**src/rtl/core/assert_macros.svh**
```systemverilog
// Assertion macros shared by the voxel face quad emitter RTL.
// No dependencies; include by bare file name.
`ifndef ASSERT_MACROS_SVH
`define ASSERT_MACROS_SVH

`ifndef SYNTHESIS
// Property must hold at every rising edge outside reset.
`define VFQE_ASSERT(lbl, clk, rstn, prop, msg) \
  lbl: assert property (@(posedge clk) disable iff (!(rstn)) (prop)) else $error(msg);
// Condition must never be true outside reset.
`define VFQE_NEVER(lbl, clk, rstn, cond, msg) \
  lbl: assert property (@(posedge clk) disable iff (!(rstn)) !(cond)) else $error(msg);
`else
`define VFQE_ASSERT(lbl, clk, rstn, prop, msg)
`define VFQE_NEVER(lbl, clk, rstn, cond, msg)
`endif

`endif

```
**src/rtl/core/vfqe_pkg.sv**
```systemverilog
// Package for the voxel face quad emitter: constants, control word types,
// microcode program and per-face tables. No dependencies.
package vfqe_pkg;

  localparam int CHUNK_SIDE = 16;
  localparam int CHUNK_TALL = 256;

  localparam int NUM_FACES = 6;
  localparam int UCODE_LEN = 10;
  localparam int PC_W      = 4;

  localparam logic KIND_VERTEX = 1'b0;
  localparam logic KIND_INDEX  = 1'b1;

  localparam logic JMP_STEP = 1'b0;  // fall through to pc+1
  localparam logic JMP_FACE = 1'b1;  // next visible face or end of run

  typedef struct packed {
    logic       kind;
    logic [2:0] sel;   // corner number or triangle slot
    logic       jmp;
  } cw_t;

  typedef struct packed {
    logic       busy;
    logic       kind;
    logic [2:0] sel;
    logic [2:0] face;
    logic       face_end;
    logic       last;
  } seq_ctl_t;

  // Program: four vertex steps, six index steps, jump on the last one.
  function automatic cw_t ucode(input logic [PC_W-1:0] pc);
    cw_t w;
    case (pc)
      4'd0:    w = '{kind: KIND_VERTEX, sel: 3'd0, jmp: JMP_STEP};
      4'd1:    w = '{kind: KIND_VERTEX, sel: 3'd1, jmp: JMP_STEP};
      4'd2:    w = '{kind: KIND_VERTEX, sel: 3'd2, jmp: JMP_STEP};
      4'd3:    w = '{kind: KIND_VERTEX, sel: 3'd3, jmp: JMP_STEP};
      4'd4:    w = '{kind: KIND_INDEX,  sel: 3'd0, jmp: JMP_STEP};
      4'd5:    w = '{kind: KIND_INDEX,  sel: 3'd1, jmp: JMP_STEP};
      4'd6:    w = '{kind: KIND_INDEX,  sel: 3'd2, jmp: JMP_STEP};
      4'd7:    w = '{kind: KIND_INDEX,  sel: 3'd3, jmp: JMP_STEP};
      4'd8:    w = '{kind: KIND_INDEX,  sel: 3'd4, jmp: JMP_STEP};
      4'd9:    w = '{kind: KIND_INDEX,  sel: 3'd5, jmp: JMP_FACE};
      default: w = '{kind: KIND_INDEX,  sel: 3'd5, jmp: JMP_FACE};
    endcase
    return w;
  endfunction

  // Lowest set face in the mask (front first).
  function automatic logic [2:0] first_face(input logic [NUM_FACES-1:0] m);
    logic [2:0] f;
    f = 3'd0;
    for (int i = NUM_FACES - 1; i >= 0; i--) begin
      if (m[i]) f = 3'(i);
    end
    return f;
  endfunction

  // Corner code packing: {v, u, dz, dy, dx}
  function automatic logic [4:0] crn(input logic dx, input logic dy, input logic dz,
                                     input logic u, input logic v);
    return {v, u, dz, dy, dx};
  endfunction

  function automatic logic [4:0] corner_code(input logic [2:0] face, input logic [1:0] k);
    logic [4:0] c;
    case ({face, k})
      5'b000_00: c = crn(0, 0, 1, 0, 0);
      5'b000_01: c = crn(1, 0, 1, 1, 0);
      5'b000_10: c = crn(1, 1, 1, 1, 1);
      5'b000_11: c = crn(0, 1, 1, 0, 1);
      5'b001_00: c = crn(0, 0, 0, 1, 0);
      5'b001_01: c = crn(1, 0, 0, 0, 0);
      5'b001_10: c = crn(1, 1, 0, 0, 1);
      5'b001_11: c = crn(0, 1, 0, 1, 1);
      5'b010_00: c = crn(1, 0, 0, 1, 0);
      5'b010_01: c = crn(1, 1, 0, 1, 1);
      5'b010_10: c = crn(1, 1, 1, 0, 1);
      5'b010_11: c = crn(1, 0, 1, 0, 0);
      5'b011_00: c = crn(0, 0, 0, 0, 0);
      5'b011_01: c = crn(0, 1, 0, 0, 1);
      5'b011_10: c = crn(0, 1, 1, 1, 1);
      5'b011_11: c = crn(0, 0, 1, 1, 0);
      5'b100_00: c = crn(0, 1, 1, 0, 0);
      5'b100_01: c = crn(1, 1, 1, 1, 0);
      5'b100_10: c = crn(1, 1, 0, 1, 1);
      5'b100_11: c = crn(0, 1, 0, 0, 1);
      5'b101_00: c = crn(0, 0, 1, 0, 0);
      5'b101_01: c = crn(1, 0, 1, 0, 1);
      5'b101_10: c = crn(1, 0, 0, 1, 1);
      5'b101_11: c = crn(0, 0, 0, 1, 0);
      default:   c = 5'd0;
    endcase
    return c;
  endfunction

  // Triangle index offsets; odd faces use the reversed winding.
  function automatic logic [1:0] tri_off(input logic odd, input logic [2:0] k);
    logic [1:0] o;
    case ({odd, k})
      4'b0_000: o = 2'd0;
      4'b0_001: o = 2'd1;
      4'b0_010: o = 2'd3;
      4'b0_011: o = 2'd1;
      4'b0_100: o = 2'd2;
      4'b0_101: o = 2'd3;
      4'b1_000: o = 2'd0;
      4'b1_001: o = 2'd3;
      4'b1_010: o = 2'd2;
      4'b1_011: o = 2'd0;
      4'b1_100: o = 2'd2;
      4'b1_101: o = 2'd1;
      default:  o = 2'd0;
    endcase
    return o;
  endfunction

endpackage

```
**src/rtl/core/voxel_face_quad_emitter.sv**
```systemverilog
// Top level of the voxel face quad emitter: voxel capture, quad counter,
// record datapath and output register. Depends on vfqe_pkg, vfqe_sequencer
// and assert_macros.svh.
//
//  channel | direction | handshake             | payload
//  --------+-----------+-----------------------+----------------------------------
//  in_     | input     | in_valid / in_ready   | chunk_start, cell xyz, id, mask
//  out_    | output    | out_valid / out_ready | one vertex or index record
//
// Flow: a voxel is accepted, then each visible face emits one record per cycle
//   while the output is not stalled, from the ten-word control ROM (4 vertex,
//   6 index steps). The input is held until the last record is loaded; empty
//   or out-of-chunk voxels are accepted and emit nothing.
// Stalls: a record waits in the output register, holding the step counter
//   until out_ready. in_ready rises once the last record is loaded.
// Reset: quad counter to zero, sequencer idle, output register empty.
`include "assert_macros.svh"

module voxel_face_quad_emitter (
  input  logic        clk,
  input  logic        rst_n,

  input  logic        in_valid,
  output logic        in_ready,
  input  logic        in_chunk_start,
  input  logic [3:0]  in_cell_x,
  input  logic [7:0]  in_cell_y,
  input  logic [3:0]  in_cell_z,
  input  logic [7:0]  in_block_id,
  input  logic [5:0]  in_face_mask,

  output logic        out_valid,
  input  logic        out_ready,
  output logic        out_record_kind,
  output logic [4:0]  out_vert_x,
  output logic [8:0]  out_vert_y,
  output logic [4:0]  out_vert_z,
  output logic [2:0]  out_face_code,
  output logic        out_tex_u,
  output logic        out_tex_v,
  output logic [7:0]  out_vertex_block_id,
  output logic [20:0] out_index_value,
  output logic        out_last_of_run
);

  vfqe_pkg::seq_ctl_t ctl;

  logic in_accept;
  logic voxel_live;  // accepted voxel that actually has faces to emit
  logic advance;     // sequencer emits one record this cycle

  // captured voxel
  logic [3:0] cx_r;
  logic [7:0] cy_r;
  logic [3:0] cz_r;
  logic [7:0] bid_r;

  // running quad counter (wraps modulo 2^19)
  logic [18:0] qc_r, qc_nxt;

  // output register
  logic        out_valid_r, out_valid_nxt;
  logic        kind_r;
  logic [4:0]  vx_r;
  logic [8:0]  vy_r;
  logic [4:0]  vz_r;
  logic [2:0]  fc_r;
  logic        u_r;
  logic        v_r;
  logic [7:0]  obid_r;
  logic [20:0] idx_r;
  logic        last_r;

  logic [4:0]  corner;
  logic [1:0]  toff;

  assign in_ready  = !ctl.busy;
  assign in_accept = in_valid && in_ready;

  // Empty voxel, no faces, or a cell outside the chunk: nothing to emit.
  assign voxel_live = in_accept && (in_block_id != 8'd0) && (in_face_mask != 6'd0) &&
                      (int'(in_cell_x) < vfqe_pkg::CHUNK_SIDE) &&
                      (int'(in_cell_z) < vfqe_pkg::CHUNK_SIDE) &&
                      (int'(in_cell_y) < vfqe_pkg::CHUNK_TALL);

  // One record per step whenever the output register is free or draining.
  assign advance = ctl.busy && (!out_valid_r || out_ready);

  vfqe_sequencer u_seq (
    .clk        (clk),
    .rst_n      (rst_n),
    .start      (voxel_live),
    .start_mask (in_face_mask),
    .advance    (advance),
    .ctl        (ctl)
  );

  always_ff @(posedge clk) begin
    if (voxel_live) begin
      cx_r  <= in_cell_x;
      cy_r  <= in_cell_y;
      cz_r  <= in_cell_z;
      bid_r <= in_block_id;
    end
  end

  // chunk_start clears even on an empty voxel; count bumps at each face end
  always_comb begin
    qc_nxt = qc_r;
    if (in_accept && in_chunk_start) begin
      qc_nxt = '0;
    end else if (advance && ctl.face_end) begin
      qc_nxt = qc_r + 1'b1;
    end
  end

  always_ff @(posedge clk) begin
    if (!rst_n) begin
      qc_r <= '0;
    end else begin
      qc_r <= qc_nxt;
    end
  end

  assign corner = vfqe_pkg::corner_code(ctl.face, ctl.sel[1:0]);
  assign toff   = vfqe_pkg::tri_off(ctl.face[0], ctl.sel);

  always_comb begin
    out_valid_nxt = out_valid_r;
    if (advance) begin
      out_valid_nxt = 1'b1;
    end else if (out_ready) begin
      out_valid_nxt = 1'b0;
    end
  end

  always_ff @(posedge clk) begin
    if (!rst_n) begin
      out_valid_r <= 1'b0;
    end else begin
      out_valid_r <= out_valid_nxt;
    end
  end

  // Record payload; fields unused by the record kind are forced to zero.
  always_ff @(posedge clk) begin
    if (advance) begin
      kind_r <= ctl.kind;
      last_r <= ctl.last;
      if (ctl.kind == vfqe_pkg::KIND_VERTEX) begin
        vx_r   <= {1'b0, cx_r} + 5'(corner[0]);
        vy_r   <= {1'b0, cy_r} + 9'(corner[1]);
        vz_r   <= {1'b0, cz_r} + 5'(corner[2]);
        u_r    <= corner[3];
        v_r    <= corner[4];
        fc_r   <= ctl.face;
        obid_r <= bid_r;
        idx_r  <= '0;
      end else begin
        vx_r   <= '0;
        vy_r   <= '0;
        vz_r   <= '0;
        u_r    <= 1'b0;
        v_r    <= 1'b0;
        fc_r   <= '0;
        obid_r <= '0;
        idx_r  <= {qc_r, 2'b00} + 21'(toff);
      end
    end
  end

  assign out_valid           = out_valid_r;
  assign out_record_kind     = kind_r;
  assign out_vert_x          = vx_r;
  assign out_vert_y          = vy_r;
  assign out_vert_z          = vz_r;
  assign out_face_code       = fc_r;
  assign out_tex_u           = u_r;
  assign out_tex_v           = v_r;
  assign out_vertex_block_id = obid_r;
  assign out_index_value     = idx_r;
  assign out_last_of_run     = last_r;

  // Final record of a run must release the sequencer.
  `VFQE_ASSERT(a_last_ends_run, clk, rst_n, (advance && ctl.last) |=> !ctl.busy, "last record left sequencer busy")
  // Run end only falls on an index record.
  `VFQE_NEVER(a_last_on_vertex, clk, rst_n, out_valid_r && last_r && (kind_r == vfqe_pkg::KIND_VERTEX), "last flag on vertex record")
  // Quad counter moves only at a face end or a chunk start.
  `VFQE_ASSERT(a_qc_moves, clk, rst_n, !$stable(qc_r) |-> ($past(advance && ctl.face_end) || $past(in_accept && in_chunk_start) || $past(!rst_n)), "quad counter changed unexpectedly")
  // A pending record is never overwritten by a new step.
  `VFQE_NEVER(a_no_overwrite, clk, rst_n, advance && out_valid_r && !out_ready, "output record overwritten")

endmodule

```
**src/rtl/core/vfqe_sequencer.sv**
```systemverilog
// Microcode sequencer for the voxel face quad emitter: step counter,
// control ROM lookup, remaining-face mask and face-to-face jump.
// Depends on vfqe_pkg.
module vfqe_sequencer (
  input  logic                           clk,
  input  logic                           rst_n,
  input  logic                           start,
  input  logic [vfqe_pkg::NUM_FACES-1:0] start_mask,
  input  logic                           advance,
  output vfqe_pkg::seq_ctl_t             ctl
);

  logic                           busy_r, busy_nxt;
  logic [vfqe_pkg::PC_W-1:0]      pc_r, pc_nxt;
  logic [vfqe_pkg::NUM_FACES-1:0] mask_r, mask_nxt;
  logic [2:0]                     face_r, face_nxt;

  vfqe_pkg::cw_t                  cw;
  logic [vfqe_pkg::NUM_FACES-1:0] rem;

  assign cw  = vfqe_pkg::ucode(pc_r);
  assign rem = mask_r & ~(vfqe_pkg::NUM_FACES'(1) << face_r);

  always_comb begin
    busy_nxt = busy_r;
    pc_nxt   = pc_r;
    mask_nxt = mask_r;
    face_nxt = face_r;
    if (start) begin
      busy_nxt = 1'b1;
      pc_nxt   = '0;
      mask_nxt = start_mask;
      face_nxt = vfqe_pkg::first_face(start_mask);
    end else if (advance) begin
      if (cw.jmp == vfqe_pkg::JMP_FACE) begin
        mask_nxt = rem;
        pc_nxt   = '0;
        face_nxt = vfqe_pkg::first_face(rem);
        if (rem == '0) busy_nxt = 1'b0;
      end else begin
        pc_nxt = pc_r + 1'b1;
      end
    end
  end

  always_ff @(posedge clk) begin
    if (!rst_n) begin
      busy_r <= 1'b0;
      pc_r   <= '0;
      mask_r <= '0;
      face_r <= '0;
    end else begin
      busy_r <= busy_nxt;
      pc_r   <= pc_nxt;
      mask_r <= mask_nxt;
      face_r <= face_nxt;
    end
  end

  always_comb begin
    ctl.busy     = busy_r;
    ctl.kind     = cw.kind;
    ctl.sel      = cw.sel;
    ctl.face     = face_r;
    ctl.face_end = (cw.jmp == vfqe_pkg::JMP_FACE);
    ctl.last     = (cw.jmp == vfqe_pkg::JMP_FACE) && (rem == '0);
  end

endmodule
```
**config.mk**
```make
export PLATFORM = sky130hd
export DESIGN_NAME = voxel_face_quad_emitter
export DESIGN_NICKNAME = d
export VERILOG_FILES = /design/src/rtl/core/vfqe_pkg.sv /design/src/rtl/core/voxel_face_quad_emitter.sv /design/src/rtl/core/vfqe_sequencer.sv
export VERILOG_INCLUDE_DIRS = /design/src /design/src/rtl/core
export SDC_FILE = /design/constraint.sdc
export NUM_CORES = 1
export LEC_CHECK = 0
export BUFFER_PORTS_ARGS = -buffer_cell sky130_fd_sc_hd__buf_4
export CAP_MARGIN = 20
export CORE_UTILIZATION = 45
export DETAILED_ROUTE_END_ITERATION = 10
export PLACE_DENSITY = 0.74
export REMOVE_ABC_BUFFERS = 1
export SYNTH_ARGS = -nofsm -noshare
export SYNTH_HDL_FRONTEND = slang
export SYNTH_HIERARCHICAL = 1
export SYNTH_SLANG_ARGS = --single-unit
```
**constraint.sdc**
```tcl
create_clock -name clk -period 8 [get_ports clk]
set_input_delay 0.4 -clock clk [delete_from_list [all_inputs] [get_ports clk]]
set_output_delay 0.4 -clock clk [all_outputs]
set_load 0.02 [all_outputs]
```
Word level (Yosys, flattened, before mapping)
Memories as Yosys holds them, arrays and structs flattened. A register that Yosys moved wholly into a read port is not among the register bits.
Index checks and enable logic that the tools add are counted.
{"block": "classes", "n_addsub": 6, "shift": 1, "muxes": 27, "n_bitwise": 3, "n_reduce_logical": 21}
{"op": "2-to-1 mux 3 bit", "count": 15}
{"op": "adder 21 x 2 -> 21 bit", "count": 1}
{"op": "adder 19 x 1 -> 19 bit, second input constant", "count": 1}
{"op": "2-to-1 mux 6 bit", "count": 3}
{"op": "2-to-1 mux 4 bit", "count": 3}
{"op": "adder 4 x 1 -> 5 bit", "count": 2}
{"op": "adder 8 x 1 -> 9 bit", "count": 1}
{"op": "nonzero test 2 bit", "count": 4}
{"op": "nonzero test 8 bit", "count": 1}
{"op": "logical AND 1 bit", "count": 7}
{"op": "bitwise AND 6 bit", "count": 1}
{"op": "logical NOT 6 bit", "count": 1}
{"op": "2-to-1 mux 1 bit", "count": 6}
{"op": "inverter 6 bit", "count": 1}
{"op": "nonzero test 6 bit", "count": 1}
{"op": "left shift 1 x 3 -> 6 bit, first input constant", "count": 1}
{"op": "adder 4 x 1 -> 4 bit, second input constant", "count": 1}
{"op": "OR reduction 2 bit", "count": 2}
{"op": "AND reduction 3 bit", "count": 1}
{"op": "logical NOT 1 bit", "count": 2}
{"op": "AND reduction 2 bit", "count": 1}
{"op": "logical OR 1 bit", "count": 1}
{"op": "inverter 1 bit", "count": 1}
{"block": "totals", "reg_bits": 113, "romBits": 272, "output_inout_bits": 57, "word_cells": 81, "mem_count": 3}
{"name": "(name not given)", "words": 32, "word_bits": 5, "rd": 1, "rd_ports_with_merged_regs": 0, "write_ports": 0, "line": "vfqe_pkg.sv:70", "source": "case ({face, k})"}
{"name": "(name not given)", "words": 16, "word_bits": 5, "rd": 1, "rd_ports_with_merged_regs": 1, "write_ports": 0, "line": "vfqe_pkg.sv:36", "source": "case (pc)"}
{"name": "(name not given)", "words": 16, "word_bits": 2, "rd": 1, "rd_ports_with_merged_regs": 0, "write_ports": 0, "line": "vfqe_pkg.sv:103", "source": "case ({odd, k})"}

Logic depth before layout (Yosys ltp)
Gate-level depths: netlist of run 1.
{"block": "depth", "word_depth": 12, "mapped_depth": 10, "depth_no_buf": 9}

Modules after synthesis
The synthesis of run 1 kept the hierarchy.
{"mod": "voxel_face_quad_emitter", "n_inst": 1, "cells_per_inst": 325, "area_per_inst_um2": 4169.0}
{"mod": "vfqe_sequencer", "n_inst": 1, "cells_per_inst": 127, "area_per_inst_um2": 1044.8}

Least setup slack after synthesis of run 1
No wires, ideal clock.
{"block": "synth_timing", "kind": "register to register", "from": "register out_valid_r (netlist: out_valid)", "to": "register, netlist name u_seq/cw[4]", "setup_ns": 0.123, "arrival_time_ns": 4.216, "path_slack_ns": 3.660, "path_stages_with_launch": 8, "path_buffers": 1, "synth_period_minus_slack_ns": 4.340, "cell_sequence": "dfxtp_1 -> nor2b_1 -> clkbuf_1 -> nor2_1 -> nand4_1 -> xor2_1 -> nor3_2 -> or2_2"}
{"block": "synth_via", "elab_chain_len": 5}
{"item": "from (decl)", "line": "voxel_face_quad_emitter.sv:62", "source": "logic out_valid_r, out_valid_nxt;"}
{"item": "from (signal assigned)", "line": "voxel_face_quad_emitter.sv:141", "source": "out_valid_r <= out_valid_nxt;"}
{"item": "logical NOT 1 bit", "line": "voxel_face_quad_emitter.sv:87", "source": "assign advance = ctl.busy && (!out_valid_r || out_ready);"}
{"item": "logical OR 1 bit", "line": "voxel_face_quad_emitter.sv:87"}
{"item": "logical AND 1 bit", "line": "voxel_face_quad_emitter.sv:87"}
{"item": "via advance", "line": "voxel_face_quad_emitter.sv:50", "source": "logic advance;"}
{"item": "2-to-1 mux 4 bit (no line) (2 in series)"}
The timed path passes the listed nets, and every way through them passes these cells.
A chain may end at the register's enable or synchronous reset.

Final worst setup path of run 1
{"block": "layout_timing", "from": "register out_valid_r (netlist: out_valid)", "to": "register u_seq/mask_r[1] in the netlist's numbering"}
{"block": "layout_via", "elab_chain_len": 5}
{"item": "logical NOT 1 bit", "line": "voxel_face_quad_emitter.sv:87"}
{"item": "logical OR 1 bit", "line": "voxel_face_quad_emitter.sv:87"}
{"item": "logical AND 1 bit", "line": "voxel_face_quad_emitter.sv:87"}
{"item": "via advance", "line": "voxel_face_quad_emitter.sv:50"}
{"item": "nonzero test 2 bit (no line)"}
{"item": "AND reduction 2 bit (no line)"}
{"item": "to (signal assigned)", "line": "vfqe_sequencer.sv:55", "source": "mask_r <= mask_nxt;"}
{"item": "to (decl)", "line": "vfqe_sequencer.sv:15", "source": "logic [vfqe_pkg::NUM_FACES-1:0] mask_r, mask_nxt;"}
The timed path passes the listed nets, and every way through them passes these cells.

==> reports/metrics.csv, run 1 <==
metric,value,unit
Worst VDD drop,170,uV
multi-input logic area,1920,sq um
post-synthesis cell type count,57,
antenna cells,0,
clk_lat worst skew,0.40,ns
layout cells sized above 1,23.1,%
Final #Nets,592,
IO buf count,91,
biggest area consumer among synthesized cells,edfxtp_1,
initial antenna violation count,0,
pwr dens,239,nW/um^2
Reg area,3150,sq um
Net Switching,342,uW
RePlAce Congestion,0.818,
internal power,1.23,mW
TNS Setup,0,ns
asr flop ratio synth,0,%
antenna-violating nets left,0,
DRT Wirelength,10.6,mm
DRC,0,
Tcrit/Tclk final,31.3,%
CP Class,register to register,
Reg power frac,45.4,%
Placed Instances,667,
clock power share,45.2,%
fin. max-slew vios,0,
Slew HR,51.4,%
setup bufs post-CTS,0,
Syn Area/Cell,11.5,sq um
"Area growth, synth to finish",26.1,%
synthesized flop and latch total,118,
Initial Util,47.1,%
Worst Path Required,8.28,ns
CTS buffer count,17,
GRT Total Usage,19.0,%
most frequent cells in the layout,"buf_4, edfxtp_1, dfxtp_1",
Vias,3797,
fmax,399,MHz
Yosys top cell area share,45.5,%
Sw Share,21.8,%
Max Root-Sink Buffers,2,
Avg Vias per Cell,5.43,
RSZ-0062 raised after global routing,false,
"Top FF cell, synth",edfxtp_1,
synth top area cells,"edfxtp_1, dfxtp_1, and2_1",
worst hold path type,primary input to register,
drt wl/cell,15.2,um
CTS tree,yes,
status,"finished, final reports clean",
Placeable Area,11100,sq um
drt initial violations,276,
I/O pins,92,
DIE AREA,12000,sq um
GR Overflow Total,0,
Leakage,2.43,nW
die width,110,um
Max Cap Viol,0,
Layout Cells excl Fill,699,
sequential area share after synthesis,60.5,%
Clock Skews,0.00642,ns
Final setup viols,0,
synthesized instance count,452,
Post-synth EDFFs,79,
number of synthesis warnings,6,
CTS resizes,0,
hpwl dp,7.22,mm
largest net degree at the start of global routing,55,
CP Capture Type,register,
combinational fraction of design power,9.4,%
Initial DRT Pass Iterations,5,
Arrival @ worst endpoint,2.78,ns
fin crit period,2.51,ns
"Clk pin slew, worst setup/hold paths",0.05,ns
# H-tree levels,4,
slew at the pin closest to its max-slew limit,0.728,ns
"most common cell after layout, fill and taps aside",buf_4,
Die Height,110,um
peak fanout along the critical path,50,
crit path launch type,register,
Post-Syn Area,5210,sq um
clock tree sinks,118,
vias in the first global route,3564,
CTS Root Cell,clkbuf_16,
hold buffers post-CTS,0,
global-route wire length before repair,17.0,mm
fill count,875,
final hold violations,0,
FP Rows,38,
critical path, cell delays in order, from the launching register on:
cell	delay, ns
dfxtp_1	0.30
nor2b_1	0.12
buf_4	0.17
nor2_4	0.32
buf_4	0.57
and2_1	0.28
nand2_1	0.11
o311ai_0	0.34
a21boi_0	0.13
cell families (layout without fill, tap and decap cells):
group / count (synthesis) / after routing / synth area share (%)
buffers and inverters: 35 / 142 / 2.86
and+or+nand+nor: 178 / 178 / 19.0
muxes: 9 / 9 / 2.06
adders and majority gates: 11 / 11 / 2.64
xor gates and xnor gates: 15 / 15 / 2.52
DFF: 118 / 118 / 60.5
AOI/OAI and AO/OA: 86 / 86 / 10.4
flip-flops by register name, indices dropped and copies added (netlist names):
signal	count
bid_r	8
qc_r	19
out_last_of_run	1
out_valid	1
out_vert_z	5
u_seq/face_r	3
u_seq/mask_r	6
out_tex_v	1
u_seq/cw	5
u_seq/pc_r	4
out_vertex_block_id	8
out_record_kind	1
out_face_code	3
cx_r	4
u_seq/busy_r	1
out_vert_y	9
out_tex_u	1
out_vert_x	5
cy_r	8
out_index_value	21
cz_r	4
power groups by stage:
stage                     Combinational (mW)  Clock [mW]  Sequential [mW]
final                                  0.147       0.710            0.712
after global routing                   0.162       0.747            0.716
after CTS                              0.148       0.718            0.712
after detailed placement               0.148           0            0.724
after global placement                 0.144           0            0.722
after floorplan                       0.0621           0            0.744
synth_stat cells, types with 5 or more instances:
cell type / count
or3_1: 12
inv_1: 14
or4_1: 7
and2_1: 23
dfxtp_1: 39
buf_2: 5
a21oi_1: 27
nand2_1: 27
nor4_1: 6
nor2_1: 32
o21ai_0: 19
a21boi_0: 7
ha_1: 11
nand4_1: 7
nor2b_1: 19
nand3_1: 14
o31ai_1: 7
xnor2_1: 10
clkbuf_1: 13
edfxtp_1: 79
xor2_1: 5
nand2b_1: 5
nor3_1: 6
layout make-up:
class / instances / share of cell area [%]
clock buffers: 28 / 7.41
multi-input cells: 299 / 29.2
clock inverters: 4 / 1.05
flip-flops and latches: 118 / 48.0
inverters: 15 / 0.857
repair buffers: 95 / 10.9
well taps: 140 / 2.67
per-layer routing:
layer	GRT usage [%]	vias up	share of wire [%]
met1	23.9	1802	44
met2	30.7	124	49
met5	0	-	0
li1	-	1853	-
met4	8.29	0	2.0
met3	5.04	18	5.1
worst paths after layout:
kind / end / slack (ns) / start / cells after the start
worst max-delay path: u_seq/mask_r[1] / 5.49 / out_valid / 8
worst min-delay path: cx_r[2] / 0.17 / in_cell_x[2] / 1
worst max register to register: u_seq/mask_r[1] / 5.49 / out_valid / 8
worst min register to register: qc_r[18] / 0.49 / qc_r[18] / 2
per-stage QoR:
step	area (sq um)	setup slack [ns]	utilization (%)	total power, mW	hold WS [ns]
after floorplan	5120	3.76	-	0.806	0.447
after global placement	6020	5.50	54.3	0.866	0.460
after detailed placement	6020	5.38	54.3	0.872	0.477
after CTS	6570	5.46	59.3	1.58	0.161
after global routing	6570	5.30	59.3	1.62	0.156
final	6570	5.49	59.3	1.57	0.174
(Power assumes the default switching activity.)
==> run 2, diff against run 1 <==
--- a/config.mk
+++ b/config.mk
@@ -10,7 +10,7 @@
 export CAP_MARGIN = 20
 export CORE_UTILIZATION = 45
 export DETAILED_ROUTE_END_ITERATION = 10
-export PLACE_DENSITY = 0.74
+export PLACE_DENSITY = 0.77
 export REMOVE_ABC_BUFFERS = 1
 export SYNTH_ARGS = -nofsm -noshare
 export SYNTH_HDL_FRONTEND = slang
==> constraint.sdc (replaced) <==
create_clock -name clk -period 2.1 [get_ports clk]
set_input_delay 0.105 -clock clk [delete_from_list [all_inputs] [get_ports clk]]
set_output_delay 0.105 -clock clk [all_outputs]
set_load 0.02 [all_outputs]
==> run 2 against run 1 <==
Maximum frequency up 26%; global-route usage is 0.73 points higher; final area up 7.1%; largest cell class unchanged; hold slack got worse by 0.14 ns; critical path depth rose by 1; routed wire length increased by 3.8%; sequential cell count unchanged.
==> reports/metrics.csv, run 2 (same netlist as run 1, synthesis figures left out) <==
metric,value,unit
Initial Util,47.1,%
clock tree sinks,118,
"Clk pin slew, worst setup/hold paths",0.05,ns
fin crit period,1.99,ns
CP Class,register to register,
Tcrit/Tclk final,94.6,%
Reg power frac,43.8,%
"Core Util, Final",63.5,%
slew at the pin closest to its max-slew limit,0.674,ns
internal power,4.79,mW
DRC,0,
FP Rows,38,
GR Overflow Total,0,
"most common cell after layout, fill and taps aside",buf_4,
WHS,0.0299,ns
Worst Path Required,2.36,ns
Pwr Total,6.14,mW
Vias,3914,
CTS Root Cell,clkbuf_16,
Initial DRT Pass Iterations,8,
Final setup viols,0,
die width,110,um
hpwl dp,7.16,mm
Avg Vias per Cell,5.28,
DRT Wirelength,11.0,mm
Slew HR,55.1,%
CTS tree,yes,
placed instance area,6110,sq um
Placeable Area,11100,sq um
Sw Share,22.0,%
worst hold path type,primary input to register,
I/O pins,92,
IO buf count,91,
fin. max-slew vios,0,
most frequent cells in the layout,"buf_4, edfxtp_1, dfxtp_1",
GRT Total Usage,19.7,%
clock power share,45.4,%
antenna cells,0,
crit path launch type,register,
RSZ-0062 raised after global routing,false,
DIE AREA,12000,sq um
global-route wire length before repair,17.7,mm
Clock Skews,0.00954,ns
Worst VDD drop,686,uV
Max Cap Viol,0,
CP Capture Type,register,
antenna-violating nets left,0,
fmax,503,MHz
clk_lat worst skew,0.41,ns
peak fanout along the critical path,4,
Layout Cells excl Fill,741,
largest net degree at the start of global routing,43,
Max Root-Sink Buffers,2,
Placed Instances,679,
status,"finished, final reports clean",
layout cells sized above 1,26.0,%
Net Switching,1.35,mW
combinational fraction of design power,10.8,%
Leakage,2.63,nW
RePlAce Congestion,0.830,
drt initial violations,231,
Die Height,110,um
CTS buffer count,17,
flip-flop count of the largest register after layout,21,
"Area growth, synth to finish",35.0,%
pwr dens,873,nW/um^2
initial antenna violation count,0,
setup bufs post-CTS,0,
vias in the first global route,3782,
final design instance area without fill,7040,sq um
Final #Nets,634,
drt wl/cell,14.9,um
final hold violations,0,
# H-tree levels,4,
Arrival @ worst endpoint,2.25,ns
run 2: cell types whose count changed in the layout (fill, tap and decap cells not counted), sizes merged:
cell,delta
clkbuf,-1
dlygate4sd3,+30
clkinvlp,+1
buf,+12
run 2: final timing paths:
check,start,to,slack [ns],depth (start not counted)
worst max register to register,u_seq/cw[1],out_vert_y[6],0.11,9
worst max-delay path,u_seq/cw[1],out_vert_y[6],0.11,9
worst min-delay path,rst_n,u_seq/face_r[1],0.03,3
worst min register to register,qc_r[18],qc_r[18],0.48,2
run 2: critical path: stages (launching register included):
cell,delay (ns)
dfxtp_2,0.34
inv_1,0.08
ha_4,0.29
nand3_1,0.10
o21ai_2,0.10
ha_2,0.19
ha_2,0.20
nand2_1,0.08
or3_1,0.32
a21oi_1,0.14
run 2: what timing repair did:
action                                  4_1_cts  5_1_grt
gates cloned                                  0        0
hold endpoints to repair                     30        0
hold buffers                                 30        0
endpoints found under the setup margin        1        8
pin swaps                                     0        1
resized for setup                             1       13
run 2: cell type report:
| cell class | count | area (sq um) |
|---|---|---|
| Tap cell | 140 | 175 |
| Fill cell | 805 | 4040 |
| Multi-Input combinational cell | 299 | 1970 |
| Clock buffer | 27 | 503 |
| Timing Repair Buffer | 137 | 1100 |
| Sequential cell | 118 | 3150 |
| Inverter | 15 | 60.1 |
| Clock inverter | 5 | 73.8 |
run 2: metrics by stage:
step	TNS, ns	setup WS (ns)
5_1_grt	0	0.0143
6_report	0	0.113
2_1_floorplan	-121.05	-2.14
3_5_place_dp	0	0.00351
4_1_cts	0	0.00919
3_3_place_gp	0	0.105
run 2: routing by layer:
layer,global-route usage [%],routed length (um),vias to the layer above
met5,0,0,-
li1,-,-,1935
met2,33.1,5500,125
met1,23.4,4770,1836
met4,10.2,249,0
met3,4.92,488,18
run 2: power groups by stage:
stage / clock (mW) / combinational [mW] / sequential [mW]
floorplan: 0 / 0.237 / 2.83
CTS: 2.81 / 0.649 / 2.69
global route: 2.92 / 0.720 / 2.70
detailed placement: 0 / 0.597 / 2.73
finish: 2.79 / 0.663 / 2.69
global placement: 0 / 0.579 / 2.73
==> run 3, diff against run 2 <==
--- a/config.mk
+++ b/config.mk
@@ -14,5 +14,4 @@
 export REMOVE_ABC_BUFFERS = 1
 export SYNTH_ARGS = -nofsm -noshare
 export SYNTH_HDL_FRONTEND = slang
-export SYNTH_HIERARCHICAL = 1
 export SYNTH_SLANG_ARGS = --single-unit
==> run 3 against run 2 <==
Clock power about the same; via count shrank 7.6%; synthesized cell count fell by 6.2%; non-clock buffer count fell by 9; routed wire length down 7.6%; worst setup slack worse by 0.0092 ns; global-route usage fell by 1.7 points; clock skew about the same; utilization decreased by 0.99 points.
==> reports/metrics.csv, run 3 <==
metric,value,unit
status,"finished, final reports clean",
dpl ws,0.0452,ns
hold depth,3,
Arrival @ worst endpoint,2.13,ns
"Endpoint, Worst Hold",u_seq.mask_r[3],
most frequent cells in the layout,"buf_4, edfxtp_1, nor2_1",
slowest library cell on the worst path,dfxtp_1,
final hold violations,0,
die width,109,um
Vias,3618,
fmax,501,MHz
"Top FF cell, synth",edfxtp_1,
r2r startpoint,u_seq.face_r[1],
GR Overflow Total,0,
vias in the first global route,3438,
TNS Setup,0,ns
R2R setup slack,0.10,ns
Avg Vias per Cell,5.12,
combinational fraction of design power,10.3,%
Clock Skews,0.00939,ns
Initial DRT Pass Iterations,5,
Placeable Area,11000,sq um
Critical Path Most Common Cell,ha_1,
fin crit period,2.00,ns
fin. max-slew vios,0,
Post-Syn Area,5150,sq um
FP Rows,38,
"Clk pin slew, worst setup/hold paths",0.05,ns
WHS,0.0213,ns
Yosys top cell area share,46.1,%
number of synthesis warnings,0,
Worst Path Required,2.24,ns
IO buf count,91,
placed instance area,6030,sq um
"most common cell after layout, fill and taps aside",buf_4,
Slew HR,64.2,%
crit-path max cell delay,0.50,ns
clock power share,45.5,%
global-route wire length before repair,16.1,mm
GRT Total Usage,18.0,%
min-delay src,in_face_mask[3],
clock tree sinks,118,
RePlAce Congestion,0.837,
"top cells by count, synth","edfxtp_1, nor2_1, dfxtp_1",
synthesized instance count,424,
post-synthesis cell type count,63,
Net Switching,1.34,mW
Final setup viols,0,
drt initial violations,224,
CP Capture Type,register,
crit path launch type,register,
Worst VDD drop,484,uV
slew at the pin closest to its max-slew limit,0.537,ns
antenna-violating nets left,0,
final design instance area without fill,6870,sq um
Pwr Total,6.08,mW
hpwl dp,6.79,mm
Final #Nets,600,
synth top area cells,"edfxtp_1, dfxtp_1, xor2_1",
RSZ-0062 raised after global routing,false,
drt wl/cell,14.4,um
biggest area consumer among synthesized cells,edfxtp_1,
peak fanout along the critical path,11,
internal power,4.74,mW
fin worst setup slack,0.104,ns
ordered list of cells on the worst path,"nor2_1, a221oi_1, ha_1, ha_1, nor2b_1",
Crit path buffers/inverters,0,
worst hold path type,primary input to register,
DRC,0,
CP Class,register to register,
asr flop ratio synth,0,%
sequential area share after synthesis,61.3,%
DRT Wirelength,10.2,mm
most common cell in the netlist,edfxtp_1,
CTS buffer count,17,
Tcrit/Tclk final,95.0,%
Leakage,2.64,nW
Max Cap Viol,0,
Die Height,109,um
Post-synth EDFFs,79,
Reg power frac,44.3,%
largest net degree at the start of global routing,43,
crit-path leading delay family,adder cells,
"Area growth, synth to finish",33.5,%
DIE AREA,11900,sq um
flip-flop count of the largest register after layout,21,
CTS Root Cell,clkbuf_16,
reg2reg end,out_vert_z[1],
worst reg2reg path depth,5,
pwr dens,885,nW/um^2
# H-tree levels,4,
Max Root-Sink Buffers,2,
I/O pins,92,
clk_lat worst skew,0.40,ns
initial antenna violation count,2,
synthesized flop and latch total,118,
layout cells sized above 1,27.4,%
Sw Share,22.1,%
Initial Util,46.9,%
Syn Area/Cell,12.1,sq um
CTS tree,yes,
## run 3: layer usage
metal	wire [um]	vias up	global-route usage, %
li1	-	1794	-
met5	0	-	0
met1	4400	1708	22.3
met3	417	13	3.89
met4	127	0	8.69
met2	5230	103	29.8
## run 3: tightest hold or removal path, cell delays in order
cell and delay, ns:
buf_4 0.10, a32oi_1 0.06, a21boi_1 0.12
## run 3: final cells by class
cell class | instances | area (sq um)
multi-input cells | 280 | 1900
inverters | 9 | 36.3
repair buffers | 128 | 1040
fillers | 856 | 4110
well taps | 140 | 175
clock inverters | 12 | 138
clock buffers | 18 | 429
diodes | 2 | 5.00
flip-flops and latches | 118 | 3150
## run 3: timing repair
| action | CTS | global route |
|---|---|---|
| endpoints found under the hold margin | 25 | 0 |
| hold buffers | 25 | 0 |
| setup buffers | 0 | 0 |
| setup endpoints to repair | 0 | 4 |
| gates resized for setup | 0 | 4 |
## run 3: logic make-up (layout without fill, tap and decap cells)
logic type	Yosys count	count (layout)	synth area share, %
muxes	4	4	1.05
other	0	2	0
AOI/OAI and AO/OA	61	61	8.22
DFF	118	118	61.3
xor gates and xnor gates	30	30	5.10
and+or+nand+nor	174	174	19.5
adders and majority gates	11	11	2.67
buffers and inverters	26	167	2.24
## run 3: worst max path at each step
| stage | from | to | slack (ns) | cells past startpoint |
|---|---|---|---|---|
| after floorplan | u_seq.cw[2] | out_vert_y[6] | 0.04 | 9 |
| after global placement | u_seq.cw[1] | out_vert_y[6] | 0.12 | 9 |
| after detailed placement | u_seq.cw[1] | out_vert_y[6] | 0.05 | 9 |
| after CTS | u_seq.cw[1] | out_vert_y[6] | 0.01 | 9 |
| after global routing | u_seq.cw[1] | out_vert_y[6] | 0.01 | 9 |
| final | u_seq.face_r[1] | out_vert_z[1] | 0.10 | 5 |
## run 3: metrics by stage
step / cells / utilization, %
2_1_floorplan: 407 / -
6_report: 707 / 62.6
4_1_cts: 705 / 62.3
3_5_place_dp: 650 / 54.9
5_1_grt: 707 / 62.6
3_3_place_gp: 650 / 54.9
## run 3: power by group through the flow
stage	clock network (mW)	logic [mW]	registers (mW)
3_5_place_dp	0	0.581	2.74
4_1_cts	2.79	0.623	2.69
5_1_grt	2.91	0.675	2.70
6_report	2.76	0.624	2.69
3_3_place_gp	0	0.565	2.73
2_1_floorplan	0	0.221	2.83
